**src/rtl/bpolc_pkg.sv**
```systemverilog
// Shared types and constants for the beam pair occupancy and lamp controller.
package bpolc_pkg;

  // Width of the internal people counter
  localparam int unsigned COUNT_W = 16;
  // Fixed field widths
  localparam int unsigned OCC_W   = 16;
  localparam int unsigned LIGHT_W = 7;
  localparam int unsigned TMR_W   = 8;
  localparam int unsigned CFG_W   = 8;
  localparam int unsigned CFG_IDX_W = 1;

  // Register reset values
  localparam logic [TMR_W-1:0]   TIMEOUT_RST   = TMR_W'(200);
  localparam logic [LIGHT_W-1:0] THRESHOLD_RST = LIGHT_W'(50);

  typedef logic [COUNT_W-1:0] count_t;

  // Configuration register indexes
  typedef enum logic [CFG_IDX_W-1:0] {
    REG_TIMEOUT   = 1'b0,
    REG_THRESHOLD = 1'b1
  } cfg_reg_t;

  // Direction machine states
  typedef enum logic [1:0] {
    ST_IDLE  = 2'd0,
    ST_ENTER = 2'd1,
    ST_LEAVE = 2'd2,
    ST_DONE  = 2'd3
  } dir_state_t;

  // One result item
  typedef struct packed {
    logic [OCC_W-1:0] occupancy;
    logic             lamp_on;
  } result_t;

endpackage

```
**src/rtl/beam_pair_occupancy_light_control.sv**
```systemverilog
// Top level of the beam pair occupancy counter with lamp control.
//
//   channel   direction  handshake           payload
//   in_       request    in_valid/in_stall   in_outer_beam, in_inner_beam, in_light_level
//   out_      result     out_valid/out_stall out_occupancy, out_lamp_on
//   cfg_      write      cfg_we              cfg_index, cfg_wdata
//
// One request per cycle is accepted while in_stall is low; its result is registered.
// The direction machine, timer and counter update together on each accepted request.
// A one-entry skid still accepts a request after out_stall rises on a valid result.
// Reset (rst_n low, synchronous) idles the machine, clears the count and
// restores timeout 200 and threshold 50.
module beam_pair_occupancy_light_control (
  input  logic                            clk,
  input  logic                            rst_n,
  input  logic                            in_valid,
  output logic                            in_stall,
  input  logic                            in_outer_beam,
  input  logic                            in_inner_beam,
  input  logic [bpolc_pkg::LIGHT_W-1:0]   in_light_level,
  output logic                            out_valid,
  input  logic                            out_stall,
  output logic [bpolc_pkg::OCC_W-1:0]     out_occupancy,
  output logic                            out_lamp_on,
  input  logic                            cfg_we,
  input  logic [bpolc_pkg::CFG_IDX_W-1:0] cfg_index,
  input  logic [bpolc_pkg::CFG_W-1:0]     cfg_wdata
);
  import bpolc_pkg::*;

  logic [TMR_W-1:0]   timeout_r, timeout_nxt;
  logic [LIGHT_W-1:0] threshold_r, threshold_nxt;
  logic               accept;
  result_t            fsm_result;
  result_t            out_data;

  assign accept = in_valid && !in_stall;

  // Decode configuration writes
  always_comb begin
    timeout_nxt   = timeout_r;
    threshold_nxt = threshold_r;
    if (cfg_we) begin
      unique case (cfg_reg_t'(cfg_index))
        REG_TIMEOUT:   timeout_nxt   = cfg_wdata[TMR_W-1:0];
        REG_THRESHOLD: threshold_nxt = cfg_wdata[LIGHT_W-1:0];
        default: ;
      endcase
    end
  end

  always_ff @(posedge clk) begin
    if (!rst_n) begin
      timeout_r   <= TIMEOUT_RST;
      threshold_r <= THRESHOLD_RST;
    end else begin
      timeout_r   <= timeout_nxt;
      threshold_r <= threshold_nxt;
    end
  end

  bpolc_fsm u_fsm (
    .clk            (clk),
    .rst_n          (rst_n),
    .accept         (accept),
    .outer_beam     (in_outer_beam),
    .inner_beam     (in_inner_beam),
    .light_level    (in_light_level),
    .timeout_ticks  (timeout_r),
    .lamp_threshold (threshold_r),
    .result         (fsm_result)
  );

  bpolc_outbuf u_outbuf (
    .clk       (clk),
    .rst_n     (rst_n),
    .in_valid  (in_valid),
    .in_stall  (in_stall),
    .in_data   (fsm_result),
    .out_valid (out_valid),
    .out_stall (out_stall),
    .out_data  (out_data)
  );

  assign out_occupancy = out_data.occupancy;
  assign out_lamp_on   = out_data.lamp_on;

endmodule

```
**src/rtl/bpolc_fsm.sv**
```systemverilog
// Direction machine, crossing timer and people counter with lamp decision.
module bpolc_fsm (
  input  logic                          clk,
  input  logic                          rst_n,
  input  logic                          accept,
  input  logic                          outer_beam,
  input  logic                          inner_beam,
  input  logic [bpolc_pkg::LIGHT_W-1:0] light_level,
  input  logic [bpolc_pkg::TMR_W-1:0]   timeout_ticks,
  input  logic [bpolc_pkg::LIGHT_W-1:0] lamp_threshold,
  output bpolc_pkg::result_t            result
);
  import bpolc_pkg::*;

  dir_state_t          state_r, state_nxt;
  logic [TMR_W-1:0]    timer_r, timer_nxt;
  count_t              count_r, count_nxt;

  logic                outer_blk;
  logic                inner_blk;
  dir_state_t          state_mid;
  logic [TMR_W-1:0]    timer_mid;

  assign outer_blk = ~outer_beam;
  assign inner_blk = ~inner_beam;

  // Advance the machine by one tick
  always_comb begin
    state_mid = state_r;
    timer_mid = timer_r;
    count_nxt = count_r;
    unique case (state_r)
      ST_IDLE: begin
        if (outer_blk) begin
          state_mid = ST_ENTER;
          timer_mid = timeout_ticks;
        end else if (inner_blk) begin
          state_mid = ST_LEAVE;
          timer_mid = timeout_ticks;
        end
      end
      ST_ENTER: begin
        if (inner_blk) begin
          if (count_r != '1) begin
            count_nxt = count_r + COUNT_W'(1);
          end
          state_mid = ST_DONE;
        end
      end
      ST_LEAVE: begin
        if (outer_blk) begin
          if (count_r != '0) begin
            count_nxt = count_r - COUNT_W'(1);
          end
          state_mid = ST_DONE;
        end
      end
      ST_DONE: begin
        if (!outer_blk && !inner_blk) begin
          state_mid = ST_IDLE;
        end
      end
      default: state_mid = ST_IDLE;
    endcase

    // Count down the crossing timer, drop to idle when it runs out
    state_nxt = state_mid;
    timer_nxt = timer_mid;
    if (state_mid != ST_IDLE) begin
      if (timer_mid != '0) begin
        timer_nxt = timer_mid - TMR_W'(1);
      end else begin
        state_nxt = ST_IDLE;
      end
    end
  end

  // Build the result from the updated count
  always_comb begin
    result.occupancy = OCC_W'(count_nxt);
    result.lamp_on   = (count_nxt != '0) && (light_level < lamp_threshold);
  end

  // Hold state until a request is accepted
  always_ff @(posedge clk) begin
    if (!rst_n) begin
      state_r <= ST_IDLE;
      timer_r <= '0;
      count_r <= '0;
    end else if (accept) begin
      state_r <= state_nxt;
      timer_r <= timer_nxt;
      count_r <= count_nxt;
    end
  end

endmodule

```
**src/rtl/bpolc_outbuf.sv**
```systemverilog
// Output register with one skid entry between the result side and the request side.
module bpolc_outbuf (
  input  logic               clk,
  input  logic               rst_n,
  input  logic               in_valid,
  output logic               in_stall,
  input  bpolc_pkg::result_t in_data,
  output logic               out_valid,
  input  logic               out_stall,
  output bpolc_pkg::result_t out_data
);
  import bpolc_pkg::*;

  logic    out_valid_r, out_valid_nxt;
  logic    skid_valid_r, skid_valid_nxt;
  result_t out_data_r, out_data_nxt;
  result_t skid_data_r, skid_data_nxt;
  logic    accept;
  logic    out_fire;

  assign in_stall  = skid_valid_r;
  assign accept    = in_valid && !skid_valid_r;
  assign out_fire  = out_valid_r && !out_stall;
  assign out_valid = out_valid_r;
  assign out_data  = out_data_r;

  // Route new results to the output register or skid entry; the skid drains first
  always_comb begin
    out_valid_nxt  = out_valid_r;
    skid_valid_nxt = skid_valid_r;
    out_data_nxt   = out_data_r;
    skid_data_nxt  = skid_data_r;
    if (skid_valid_r) begin
      if (out_fire) begin
        out_data_nxt   = skid_data_r;
        skid_valid_nxt = 1'b0;
      end
    end else if (accept) begin
      if (!out_valid_r || out_fire) begin
        out_data_nxt  = in_data;
        out_valid_nxt = 1'b1;
      end else begin
        skid_data_nxt  = in_data;
        skid_valid_nxt = 1'b1;
      end
    end else if (out_fire) begin
      out_valid_nxt = 1'b0;
    end
  end

  always_ff @(posedge clk) begin
    if (!rst_n) begin
      out_valid_r  <= 1'b0;
      skid_valid_r <= 1'b0;
    end else begin
      out_valid_r  <= out_valid_nxt;
      skid_valid_r <= skid_valid_nxt;
    end
  end

  // Payload registers carry no reset
  always_ff @(posedge clk) begin
    out_data_r  <= out_data_nxt;
    skid_data_r <= skid_data_nxt;
  end

endmodule

```
**config.mk**
```make
export PLATFORM = sky130hd
export DESIGN_NAME = beam_pair_occupancy_light_control
export DESIGN_NICKNAME = d
export VERILOG_FILES = /design/src/rtl/bpolc_pkg.sv /design/src/rtl/beam_pair_occupancy_light_control.sv /design/src/rtl/bpolc_fsm.sv /design/src/rtl/bpolc_outbuf.sv
export SDC_FILE = /design/constraint.sdc
export NUM_CORES = 1
export LEC_CHECK = 0
export BUFFER_PORTS_ARGS = -buffer_cell sky130_fd_sc_hd__buf_2
export CAP_MARGIN = 0
export CORE_MARGIN = 2
export CORE_UTILIZATION = 40
export CTS_CLUSTER_SIZE = 14
export DETAILED_ROUTE_END_ITERATION = 7
export PLACE_DENSITY = 0.68
export SETUP_SLACK_MARGIN = 0.3
export SYNTH_ARGS = -nofsm -noshare
export SYNTH_HDL_FRONTEND = slang
export SYNTH_SLANG_ARGS = --single-unit
```
**constraint.sdc**
```tcl
create_clock -name clk -period 6.3 [get_ports clk]
set_input_delay 1.575 -clock clk [delete_from_list [all_inputs] [get_ports clk]]
set_output_delay 1.575 -clock clk [all_outputs]
set_load 0.02 [all_outputs]
```
==> impl_metrics.yaml, run 1 <==
grt:
  grt_pass1_wl_microns: 20400
  grt_max_degree: 45
  track_usage_pct: 20.1
  grt_pass1_vias: 3897
  grt.overflow.total: 0
  grt_antenna_before_repair: 0
synthesis:
  synth_top_family_by_area: "simple AND/OR/NAND/NOR gates"
  yosys.cell_count.top_type: "nand2_1"
  synthCells: 536
  synthXorXnorAreaFrac_pct: 1.27
  synthAdderAreaFrac_pct: 3.90
  synth_top_area_share_pct: 21.2
  synth_commonest_cells: "nand2_1, dfxtp_1, edfxtp_1"
  synth_mux_area_share_pct: 5.44
  ys_warn_count: 0
  synth.largest_area_cell: "edfxtp_1"
  synth-compound-area-share_pct: 18.7
  async_flop_share_pct: 0
  yosys.area_share.simple_pct: 25.7
  netlist_area_sq_um: 4810
  postSynthAreaPerCell_sq_um: 8.98
  yosysSeqAreaShare_pct: 39.1
  synth_edf_count: 34
  synth_cell_types: 72
  synth_seq_cells: 77
  synth.net_count: 574
  ys.flop_type: "dfxtp_1"
  synth.area.top_cells: "edfxtp_1, dfxtp_1, nand2_1"
sta:
  report.final.hold_viol_count: 0
  finalCritPeriodShare_pct: 63.1
  relSlewSlack_pct: 27.9
  timing.hold.ws_ns: 0.463
  drv_slew: 0
  finalSetupViolCount: 0
  setup_tns_ns: 0
  clock_skew_ns: 0.00432
  tightest_slew_ns: 1.08
  grt_setup_unrepaired: "no"
  clock.fmax_mhz: 252
  period_minus_slack_ns: 3.98
setup_path:
  cp_max_fo: 12
  critPathMaxStageDelay_ns: 0.87
  critPathKind: "in2reg"
  critPathSlowestCell: "a21boi_1"
  end_kind: "flop"
  timing.critical_path.cells: "buf_2 > a21boi_1 > mux2i_1 > ha_1 > nand4_1 > inv_1 > a21oi_1 > nand2_1 > o22ai_1"
  worst_ep_arrival_time_ns: 4.23
  reg2reg_depth: 9
  cp.required_ns: 6.56
  crit_path_start_kind: "primary input"
layout:
  n_antenna_cell: 0
  final_layout_size_suffix_gt1_share_pct: 16.9
  area_delta_synth_final_pct: 10.5
  fin_nets: 589
floorplanning:
  die_area_sq_um: 12900
  rows: 40
  coreArea_sq_um: 11900
  die_w_microns: 114
  ios: 42
  start_util_pct: 40.6
  die_y_microns: 114
route:
  drc: 0
  viasPerCell: 5.97
  first_pass_iters: 5
  drt_iter0_drc: 339
  routed_wl_microns: 12700
  avgRoutedWirePerCell_microns: 18.1
  vias: 4198
  drtAntennaViolNets: 0
clocking:
  cts_hold_buf: 0
  cts.repair.resized: 0
  cts_tree: "built"
  path_clk_slew_ns: 0.06
  clock_path_buffers: 2
  post_cts.repair.setup_buffers: 0
  root_buffer: "clkbuf_16"
  clock-sinks: 77
  clkLatencyLatePin_ns: 0.33
  htreeDepth: 3
  cts_made_buffers: 9
pwr:
  irDropWorstVdd_mv: 0.139
  pwr_density_cell_nw_per_um2: 271
  leakage_uw: 0.00207
flow_run:
  maxCapViolCount: 0
placed_design:
  place_hpwl_microns: 9260
  io_buffers: 41
  gp_congestion: 0.971
hold_path:
  hold_path.class: "reg2reg"
  min_path_cells: 2
status:
  status: "completed"
[worst paths after layout]
kind / startpoint / endpoint / slack, ns
worst min-delay path: threshold_r[2] / threshold_r[2] / 0.46
worst max-delay path: in_inner_beam / u_fsm.timer_r[5] / 2.32
worst min register to register: threshold_r[2] / threshold_r[2] / 0.46
worst max register to register: u_fsm.state_r[0] / u_outbuf.out_data[0] / 2.47
[registers in the layout (all words and copies together) (netlist names)]
signal / flops
u_fsm.state_r: 2
u_outbuf.in_stall: 1
u_outbuf.out_data: 17
u_fsm.count_r: 16
u_outbuf.skid_data_r: 17
u_outbuf.out_valid: 1
timeout_r: 8
threshold_r: 7
u_fsm.timer_r: 8
[routing by layer]
metal | track usage, % | wire length [microns] | vias up | share of wire (%)
li1 | - | - | 2019 | -
met1 | 24.2 | 5230 | 2009 | 41
met2 | 34.9 | 6350 | 142 | 50
met3 | 4.46 | 707 | 28 | 5.6
met4 | 8.21 | 412 | 0 | 3.2
met5 | 0 | 0 | - | 0
[worst max-delay path: cells and delay by family]
kind,cells,cell delay [ns]
compound gates,3,1.51
fa+ha+maj,1,0.29
buf+inv,2,0.24
mux,1,0.35
simple gates,2,0.28
[area by class of cell]
type	count	area, sq um
clock buffer	11	243
clock inverter	5	51.3
fill	1143	6540
inverter	22	82.6
multi-input combinational	397	2650
sequential	77	1880
tap	147	184
timing repair buffer	44	228
[placed cells by master (no fill, tap or decap), drive strengths merged, types with 7 or more instances in the layout]
master / netlist / routed
edfxtp: 34 / 34
buf: 12 / 44
nor2b: 13 / 13
a21boi: 18 / 18
nor4: 8 / 8
dfxtp: 43 / 43
o21ai: 15 / 15
nand2b: 7 / 7
or4: 7 / 7
nor2: 30 / 30
a21oi: 21 / 21
and3: 9 / 9
nand4: 13 / 13
nor3b: 11 / 11
and4: 7 / 7
inv: 21 / 21
o211ai: 8 / 8
ha: 15 / 15
nand3: 17 / 17
mux2i: 7 / 7
nor3: 13 / 13
mux2: 17 / 17
clkbuf: 28 / 11
nand2: 74 / 74
[power by group]
group	internal, uW	total, uW	switching [uW]
clock network	315	508	193
registers	565	604	39.3
logic	126	326	200
[logic make-up (layout without fill, tap and decap cells)]
kind of cell               after synthesis  after routing
muxes                                   24             24
DFF                                     77             77
adders and majority gates               15             15
AOI/OAI and AO/OA                      123            123
xor gates and xnor gates                 7              7
buffers and inverters                   62             82
and+or+nand+nor                        228            228
[through the flow]
step	util (%)	area, sq um	worst slack, ns	total power, uW	cells
final	44.8	5320	2.32	1440	703
after global routing	44.8	5320	2.03	1510	703
after CTS	44.8	5320	2.33	1450	703
after detailed placement	42.4	5020	2.02	936	687
after global placement	42.4	5020	2.13	930	687
after floorplan	-	4810	2.54	853	536
Note: power is estimated with default switching activity, not from simulation.
==> run 2: changes to the inputs <==
==> constraint.sdc (replaced) <==
create_clock -name clk -period 3.8 [get_ports clk]
set_input_delay 0.95 -clock clk [delete_from_list [all_inputs] [get_ports clk]]
set_output_delay 0.95 -clock clk [all_outputs]
set_load 0.02 [all_outputs]
==> run 2 against run 1 <==
Net effect:
- clock power rose by 64%
- die area did not move
- global-route usage rose by 0.94 points
- hold slack improved by 0.0056 ns
- sequential cell count did not move
- power rose by 68%
- clock-buffer cell count fell by 2
- sequential power rose by 65%
- critical path depth fell by 1
- combinational power rose by 79%
- core utilization rose by 0.92 points
- first-iteration DRC count rose by 22%
- largest power group unchanged
- highest routed layer unchanged
==> impl_metrics.yaml, run 2 (synthesis results as in run 1) <==
placed_design:
  place_area_sq_um: 5140
  io_buffers: 41
  gp_congestion: 0.944
  place_hpwl_microns: 9830
clocking:
  cts_hold_buf: 0
  clock-sinks: 77
  cts_made_buffers: 9
  post_cts.repair.setup_buffers: 0
  cts_tree: "built"
  clock_path_buffers: 2
  clkLatencyLatePin_ns: 0.34
  cts.repair.resized: 0
  root_buffer: "clkbuf_16"
  htreeDepth: 3
  path_clk_slew_ns: 0.06
grt:
  grt_antenna_before_repair: 0
  grt_pass1_wl_microns: 21300
  grt_max_degree: 45
  track_usage_pct: 21.1
  grt_pass1_vias: 4042
  grt.overflow.total: 0
layout:
  area_delta_synth_final_pct: 12.8
  final_common_cell: "nand2_1"
  fin_nets: 604
  n_antenna_cell: 0
  finalInstanceArea_sq_um: 5430
  final_layout_size_suffix_gt1_share_pct: 19.3
  layout_common_cells: "nand2_1, dfxtp_1, buf_2"
pwr:
  leakage_uw: 0.00215
  irDropWorstVdd_mv: 0.312
  pwr_density_cell_nw_per_um2: 445
floorplanning:
  coreArea_sq_um: 11900
  start_util_pct: 40.6
  die_w_microns: 114
  rows: 40
  ios: 42
  die_area_sq_um: 12900
  die_y_microns: 114
route:
  avgRoutedWirePerCell_microns: 18.6
  routed_wl_microns: 13400
  first_pass_iters: 5
  drt_iter0_drc: 413
  drtAntennaViolNets: 0
  viasPerCell: 5.99
  vias: 4298
  drc: 0
hold_path:
  hold_path.class: "reg2reg"
  min_path_cells: 2
sta:
  finalSetupViolCount: 0
  clock.fmax_mhz: 305
  period_minus_slack_ns: 3.28
  clock_skew_ns: 0.00948
  grt_setup_unrepaired: "no"
  tightest_slew_ns: 0.970
  drv_slew: 0
  relSlewSlack_pct: 35.3
  setup_tns_ns: 0
  report.final.hold_viol_count: 0
  finalCritPeriodShare_pct: 86.2
setup_path:
  reg2reg_depth: 8
  end_kind: "flop"
  cpMostUsedCell: "or4_4"
  crit_path_start_kind: "flop"
  cp.required_ns: 3.85
  worst_ep_arrival_time_ns: 3.32
  critPathKind: "reg2reg"
  timing.critical_path.cells: "or4_1 > or4_4 > a31oi_1 > nor3_1 > nand2b_4 > or4_4 > nor3_2 > o31ai_1"
  cp_max_fo: 11
  critPathSlowestCell: "or4_1"
  critPathMaxStageDelay_ns: 0.69
flow_run:
  maxCapViolCount: 0
status:
  status: "completed"
## run 2: cell count changes in the layout (fill, tap and decap cells not counted), sizes merged
cell    change
buf        +15
clkbuf      -2
clkinv      +1
inv         +1
## run 2: worst paths after layout
check | from | to | slack, ns
worst max register to register | u_fsm.count_r[12] | u_outbuf.out_data[0] | 0.52
worst min-delay path | threshold_r[3] | threshold_r[3] | 0.47
worst max-delay path | u_fsm.count_r[12] | u_outbuf.out_data[0] | 0.52
worst min register to register | threshold_r[3] | threshold_r[3] | 0.47
## run 2: power by group
part	internal [uW]	total, uW	switching (uW)
logic	233	582	349
clock network	504	835	331
registers	937	997	60.6
total	1670	2410	740
## run 2: area by class of cell
class                           count  area, sq um
Tap cell                          147          184
Fill cell                        1130         6430
Inverter                           22         82.6
Multi-Input combinational cell    397         2650
Timing Repair Buffer               59          340
Clock buffer                        9          225
Sequential cell                    77         1880
Clock inverter                      7         65.1
## run 2: metal layers
layer | global-route usage [%] | vias up | wire length, microns
li1 | - | 2050 | -
met1 | 26.5 | 2077 | 5670
met2 | 35.8 | 142 | 6610
met3 | 3.93 | 29 | 656
met4 | 8.13 | 0 | 454
met5 | 0 | - | 0
## run 2: worst max-delay path, delay by kind of cell (launching register included)
kind / cells / cell delay [ns]
compound gates: 2 / 0.33
flops: 1 / 0.47
simple gates: 6 / 2.19
## run 2: per-stage QoR
stage	worst slack (ns)	total power [uW]	hold WS [ns]	cells	utilization (%)
finish	0.525	2410	0.468	718	45.7
global route	0.427	2530	0.489	718	45.7
CTS	0.573	2430	0.475	718	45.7
detailed placement	0.259	1590	0.464	702	43.3
global placement	0.306	1580	0.457	702	43.3
floorplan	0.665	1410	0.440	536	-
==> run 3: changes to the inputs <==
--- a/config.mk
+++ b/config.mk
@@ -7,11 +7,13 @@
 export LEC_CHECK = 0
 export BUFFER_PORTS_ARGS = -buffer_cell sky130_fd_sc_hd__buf_2
 export CAP_MARGIN = 0
+export CELL_PAD_IN_SITES_DETAIL_PLACEMENT = 0
+export CELL_PAD_IN_SITES_GLOBAL_PLACEMENT = 1
 export CORE_MARGIN = 2
 export CORE_UTILIZATION = 40
 export CTS_CLUSTER_SIZE = 14
 export DETAILED_ROUTE_END_ITERATION = 7
-export PLACE_DENSITY = 0.68
+export PLACE_DENSITY = 0.82
 export SETUP_SLACK_MARGIN = 0.3
 export SYNTH_ARGS = -nofsm -noshare
 export SYNTH_HDL_FRONTEND = slang
==> run 3 against run 2 <==
Net effect:
- combinational power is 2% lower
- sequential share of layout area hardly changed
- die area stayed put
- worst setup slack better by 0.055 ns
- global-route usage is 0.22 points lower
- routed wire length is 1.8% lower
- sequential power hardly changed
- critical path type unchanged
- critical endpoint unchanged
==> impl_metrics.yaml, run 3 (synthesis results as in run 1) <==
grt:
  grt_max_degree: 45
  track_usage_pct: 20.8
  grt_pass1_vias: 4135
  grt.overflow.total: 0
  grt_pass1_wl_microns: 21300
  grt_antenna_before_repair: 0
floorplanning:
  ios: 42
  coreArea_sq_um: 11900
  die_y_microns: 114
  rows: 40
  start_util_pct: 40.6
  die_w_microns: 114
  die_area_sq_um: 12900
sta:
  clock_skew_ns: 0.00621
  tightest_slew_ns: 0.983
  report.final.hold_viol_count: 0
  clock.fmax_mhz: 311
  relSlewSlack_pct: 34.4
  drv_slew: 0
  setup_tns_ns: 0
  grt_setup_unrepaired: "no"
  finalCritPeriodShare_pct: 84.8
  finalSetupViolCount: 0
  period_minus_slack_ns: 3.22
pwr:
  irDropWorstVdd_mv: 0.294
  leakage_uw: 0.00214
  pwr_density_cell_nw_per_um2: 447
setup_path:
  crit_path_start_kind: "flop"
  critPathMaxStageDelay_ns: 0.57
  cp.required_ns: 3.86
  cp_max_fo: 9
  critPathSlowestCell: "or4_4"
  end_kind: "flop"
  cpMostUsedCell: "and4_1"
  critPathKind: "reg2reg"
  timing.critical_path.cells: "ha_1 > and4_1 > and4_1 > o311a_1 > or3_1 > or4_4 > nor3_2 > o31ai_1"
  cpLargestDelayFamily: "simple AND/OR/NAND/NOR gates"
  worst_ep_arrival_time_ns: 3.28
  critPathBufInv: 0
placed_design:
  io_buffers: 41
  place_inst: 701
  place_hpwl_microns: 9680
  gp_congestion: 0.967
layout:
  fill_cells: 1146
  final_layout_size_suffix_gt1_share_pct: 19.3
  fin_nets: 603
  multiInputGateArea_sq_um: 2650
  seq_area_sq_um: 1880
  utilization_pct: 45.8
  final_cells: 717
  n_antenna_cell: 0
  area_delta_synth_final_pct: 12.8
  final_common_cell: "nand2_1"
  layout_common_cells: "nand2_1, dfxtp_1, buf_2"
route:
  vias: 4278
  routed_wl_microns: 13100
  first_pass_iters: 6
  drtAntennaViolNets: 0
  drc: 0
  drt_iter0_drc: 409
  viasPerCell: 5.97
  avgRoutedWirePerCell_microns: 18.3
clocking:
  cts_tree: "built"
  clock_path_buffers: 2
  root_buffer: "clkbuf_16"
  post_cts.repair.setup_buffers: 0
  clkLatencyLatePin_ns: 0.34
  cts_hold_buf: 0
  cts_made_buffers: 9
  cts.repair.resized: 0
  htreeDepth: 3
  clock-sinks: 77
  path_clk_slew_ns: 0.06
status:
  status: "completed"
flow_run:
  maxCapViolCount: 0
hold_path:
  hold_path.class: "reg2reg"
run 3: metal layers:
metal | wire (microns) | global-route usage (%) | vias to the layer above
met5 | 0 | 0 | -
met4 | 471 | 10.2 | 0
met3 | 772 | 4.78 | 44
met2 | 6410 | 34.8 | 172
met1 | 5490 | 25.4 | 2018
li1 | - | - | 2044
run 3: final timing paths:
path              slack (ns)             start                   end  cells past startpoint
hold reg to reg         0.47  u_fsm.timer_r[1]      u_fsm.timer_r[1]                      2
hold / removal          0.47  u_fsm.timer_r[1]      u_fsm.timer_r[1]                      2
setup reg to reg        0.58  u_fsm.count_r[0]  u_outbuf.out_data[0]                      8
setup / recovery        0.58  u_fsm.count_r[0]  u_outbuf.out_data[0]                      8
run 3: layout make-up:
class / count / share of cell area [%]
Multi-Input combinational cell: 397 / 48.8
Sequential cell: 77 / 34.7
Timing Repair Buffer: 58 / 6.13
Clock buffer: 9 / 4.15
Tap cell: 147 / 3.39
Inverter: 22 / 1.52
Clock inverter: 7 / 1.36
run 3: worst reg2reg max path, stage by stage (launching register included):
cell	delay [ns]
dfxtp_1	0.40
ha_1	0.28
and4_1	0.26
and4_1	0.31
o311a_1	0.37
or3_1	0.47
or4_4	0.57
nor3_2	0.21
o31ai_1	0.08
run 3: power breakdown:
part           internal, uW  switching [uW]
registers               937            63.7
logic                   229             339
clock network           510             346
total                  1670             749
run 3: stage by stage:
| step | setup WS, ns | total power, uW | cell area (sq um) | hold slack, ns |
|---|---|---|---|---|
| final | 0.579 | 2420 | 5430 | 0.473 |
| after global routing | 0.479 | 2540 | 5430 | 0.498 |
| after CTS | 0.575 | 2440 | 5430 | 0.476 |
| after detailed placement | 0.309 | 1580 | 5130 | 0.468 |
| after global placement | 0.285 | 1570 | 5130 | 0.453 |
| after floorplan | 0.665 | 1410 | 4810 | 0.440 |
